$ cat src/hdl/sklt_pkg.sv
// ----------------------------------------------------------------------------
// sklt_pkg
// shared types and default constants for the k-th largest tracker
// ----------------------------------------------------------------------------
package sklt_pkg;

    // width of the rank configuration register
    localparam int RANK_CFG_W      = 7;

    // defaults for the top level parameters
    localparam int DEF_MAX_RANK    = 64;
    localparam int DEF_VALUE_WIDTH = 32;

    // cells per first-level group of the result reduction
    localparam int RED_GROUP       = 8;

    // control bits one cell hands to its right neighbor
    typedef struct packed {
        logic keep;   // entry is held and inside the current rank
        logic ge;     // held entry is not smaller than the incoming sample
    } cell_link_t;

    // what one cell offers to the result reduction
    typedef struct packed {
        logic tail;   // last held entry of the chain
        logic full;   // this cell is the rank-th entry and it is held
    } cell_flag_t;

endpackage

$ cat src/hdl/sklt_cell.sv
// ----------------------------------------------------------------------------
// sklt_cell
// one slot of the sorted insertion chain: empties beyond the rank, else keeps,
// takes the sample, or takes its left neighbor's entry
// ----------------------------------------------------------------------------
module sklt_cell
    import sklt_pkg::*;
#(
    parameter int VALUE_WIDTH = DEF_VALUE_WIDTH,
    parameter int RANK_W      = 7,
    parameter int INDEX       = 0
) (
    input  logic                          aclk,
    input  logic                          aresetn,
    input  logic                          shift_en,
    input  logic [RANK_W-1:0]             rank_eff,
    input  logic signed [VALUE_WIDTH-1:0] new_value,
    input  logic signed [VALUE_WIDTH-1:0] left_value,
    input  cell_link_t                    left_link,
    input  logic                          right_valid,
    output logic signed [VALUE_WIDTH-1:0] value_q,
    output cell_link_t                    link,
    output logic                          valid_q,
    output logic [VALUE_WIDTH-1:0]        res_value,
    output cell_flag_t                    res_flag
);

    logic signed [VALUE_WIDTH-1:0] value_reg, value_next;
    logic                          valid_reg, valid_next;
    logic                          in_rank;

    assign in_rank   = RANK_W'(INDEX) < rank_eff;
    assign link.keep = valid_reg & in_rank;
    assign link.ge   = link.keep & (value_reg >= new_value);

    always_comb begin
        value_next = value_reg;
        valid_next = valid_reg;
        if (shift_en) begin
            if (!in_rank) begin
                // trimmed off by a smaller rank
                valid_next = 1'b0;
            end else if (link.ge) begin
                valid_next = 1'b1;
            end else if (left_link.ge) begin
                // insertion point
                value_next = new_value;
                valid_next = 1'b1;
            end else begin
                value_next = left_value;
                valid_next = left_link.keep;
            end
        end
    end

    always_ff @(posedge aclk) begin
        if (!aresetn) begin
            valid_reg <= 1'b0;
        end else begin
            valid_reg <= valid_next;
        end
    end

    always_ff @(posedge aclk) begin
        value_reg <= value_next;
    end

    assign value_q       = value_reg;
    assign valid_q       = valid_reg;
    assign res_flag.tail = valid_reg & ~right_valid;
    assign res_flag.full = valid_reg & (rank_eff == RANK_W'(INDEX + 1));
    assign res_value     = res_flag.tail ? value_reg : '0;

endmodule

$ cat config.mk
export PLATFORM = sky130hd
export DESIGN_NAME = sklt_cell
export DESIGN_NICKNAME = d
export VERILOG_FILES = /design/src/hdl/sklt_pkg.sv /design/src/hdl/sklt_cell.sv
export SDC_FILE = /design/constraint.sdc
export NUM_CORES = 1
export LEC_CHECK = 0
export BUFFER_PORTS_ARGS = -buffer_cell sky130_fd_sc_hd__buf_4
export CORE_MARGIN = 2
export CORE_UTILIZATION = 49
export CTS_BUF_LIST = sky130_fd_sc_hd__clkbuf_4 sky130_fd_sc_hd__clkbuf_8
export DETAILED_ROUTE_END_ITERATION = 10
export HOLD_SLACK_MARGIN = 0.03
export PLACE_DENSITY_LB_ADDON = 0.12
export SETUP_SLACK_MARGIN = 0.4
export SKIP_CTS_REPAIR_TIMING = 1
export SLEW_MARGIN = 20
export SYNTH_ARGS = -nofsm -noshare
export SYNTH_HDL_FRONTEND = slang
export SYNTH_SLANG_ARGS = --single-unit
export TNS_END_PERCENT = 30
$ cat constraint.sdc
create_clock -name aclk -period 5.8 [get_ports aclk]
set_input_delay 0.29 -clock aclk [delete_from_list [all_inputs] [get_ports aclk]]
set_output_delay 0.29 -clock aclk [all_outputs]
set_load 0.005 [all_outputs]
==> metrics <==
Vias/cell=5.07; Die Wd=75.3 µm; Cells after Synth=236; H-tree depth=2; final period utilization=0.520; # port buffers=145; GR Util All Layers=0.219; Yosys Warn Count=0; pre-CTS WS=2.76 ns; Setup TNS Final=0 ns; Via Count=2,271; CP arrival=2.92 ns; Placer Congestion=0.772; layout cell share with drive strength beyond 1=0.493; Non-Filler Instances=448; Initial DRC Count=71; pwr dens=199 nW/µm²; Yosys top cell area share=0.386; CTS Buf Count=5; fraction of registers with async set/reset=0; Congestion Overflow GR=0; Hold WS=0.278 ns; Routed WL per cell=14.4 µm; Final nets=490; RSZ-0062 raised after global routing=no; Min Clock Period, post-route=3.02 ns; measured slew at the worst slew-check pin=0.876 ns; final worst setup slack=2.78 ns; Max Cap Viol=0; area leader, netlist=edfxtp_1; Mapped Nets=345; Area Growth Syn to Fin=49.6%; synthesized area=2490 µm²; vias in the first global route=2,009; relative slew slack=0.416; placed cells=441; Seq cells post-synth=33; final count of hold timing violations=0; register clock-pin slew on the reported worst setup and hold paths=0.07 ns; Crit Path Max Fanout=32; worst min-delay path class=in2reg; top cells by count, synth=34 x inv_1, 32 x edfxtp_1, 32 x ha_1, 32 x mux2_2, 31 x and2_1; Max Fclk=0.332 GHz; ranking of synthesized cells by area=edfxtp_1 39%, ha_1 16%, mux2_2 14%, and2_1 7.8%, inv_1 5.1%; post-route ant nets=0; number of detailed-route iterations in the first pass=4; final core utilization=0.772; DIE AREA=5660 µm²; first-pass GRT wire length=9080 µm; number of fillers in the final layout=363; top_reg_cell synth=edfxtp_1; Root Driver=clkbuf_8; Max Clock Skew=0.00902 ns; count leader, synth=inv_1; # clock sinks=33; Ant. Diodes=0; Post-synth EDFFs=32; pins over their slew limit=0; Die Height=75.3 µm; Storage cell area=981 µm²; initial antenna violation count=0; Residual DRC=0; nature of the critical path endpoint=register; final setup vio count=0; core box area=4820 µm²; clk_lat worst skew=0.29 ns; Worst Setup Start Kind=register; Detailed Route WL=6440 µm; register area share after synthesis=0.394; pin count of the biggest net entering global routing=34; num rows=25; Worst Path Required=5.71 ns; LEAKAGE=1.83 nW; clock tree from TritonCTS=yes; Ports=146; Setup CP Type=reg2reg; Syn Area/Cell=10.5 µm²; Clock Tree Buf Depth=2; outcome=finished clean; worst vdd ir=0.186 mV; area of the multi-input gates=1360 µm²; placed wire-length estimate=5060 µm; initial core utilization=0.516; Distinct cells, synth=29
layer usage:
metal  part of all wire  vias up  global-route usage
li1                   -     1130                   -
met2               0.50      100               0.389
met5                  0        -                   0
met1               0.40     1031               0.254
met4              0.017        0              0.0721
met3              0.082       10              0.0602
cells in the final DEF (no fill, tap or decap), types with 2 or more instances in the layout:
cell      Yosys  routed
a21oi_1      12      12
a221oi_1      3       3
and2_1       31      31
buf_4         0     145
clkbuf_8      0       5
edfxtp_1     32      32
ha_1         32      32
inv_1        34      34
mux2_2       32      32
nand2_1       9       9
nand2b_1      3       3
nand3_1       6       6
nand4_1       5       5
nor2_1        5       4
nor3_1        2       2
nor4_1        3       3
o211ai_1      2       2
o21ai_0       6       6
critical path: stages (launching register included):
cell,delay [ns]
edfxtp_1,0.41
ha_1,0.33
a21oi_1,0.15
o21ai_0,0.13
a221oi_1,0.27
o211ai_1,0.20
a32oi_1,0.28
and4bb_2,0.85
flip-flops by register name, indices dropped and copies added, names as in the netlist:
| name | flops |
|---|---|
| valid_q | 1 |
| value_q | 32 |
cells by family after synthesis:
logic type | Yosys count | synth area share
muxes | 32 | 0.145
AOI/OAI and AO/OA | 28 | 0.0689
buffers and inverters | 41 | 0.0619
DFF | 33 | 0.394
and+or+nand+nor | 70 | 0.169
adders and majority gates | 32 | 0.161
power by group:
| group | switching (mW) | internal (mW) |
|---|---|---|
| clock | 0.0850 | 0.0856 |
| combinational | 0.111 | 0.143 |
| sequential | 0.0189 | 0.297 |
area by class of cell:
type,instances,area share
multi-input cells,162,0.365
repair buffers,145,0.293
flip-flops and latches,33,0.264
inverters,34,0.0343
well taps,67,0.0225
clock buffers,6,0.0205
clock inverters,1,0.00101
final timing paths:
check                              from  slack (ns)               endpoint  cells past startpoint
setup / recovery  value_q[23]$_DFFE_PP_        2.78  value_q[16]$_DFFE_PP_                      7
hold / removal                  aresetn        0.28   valid_q$_SDFFE_PN0P_                      3
setup reg to reg  value_q[23]$_DFFE_PP_        2.78  value_q[16]$_DFFE_PP_                      7
hold reg to reg   value_q[31]$_DFFE_PP_        0.81   valid_q$_SDFFE_PN0P_                      3
per-stage QoR:
step,total power [mW],cell area [µm²]
final,0.741,3720
after global routing,0.782,3720
after floorplan,0.434,2490
after global placement,0.568,3640
after CTS,0.745,3720
after detailed placement,0.575,3640
Note: power is estimated with default switching activity, not from simulation.
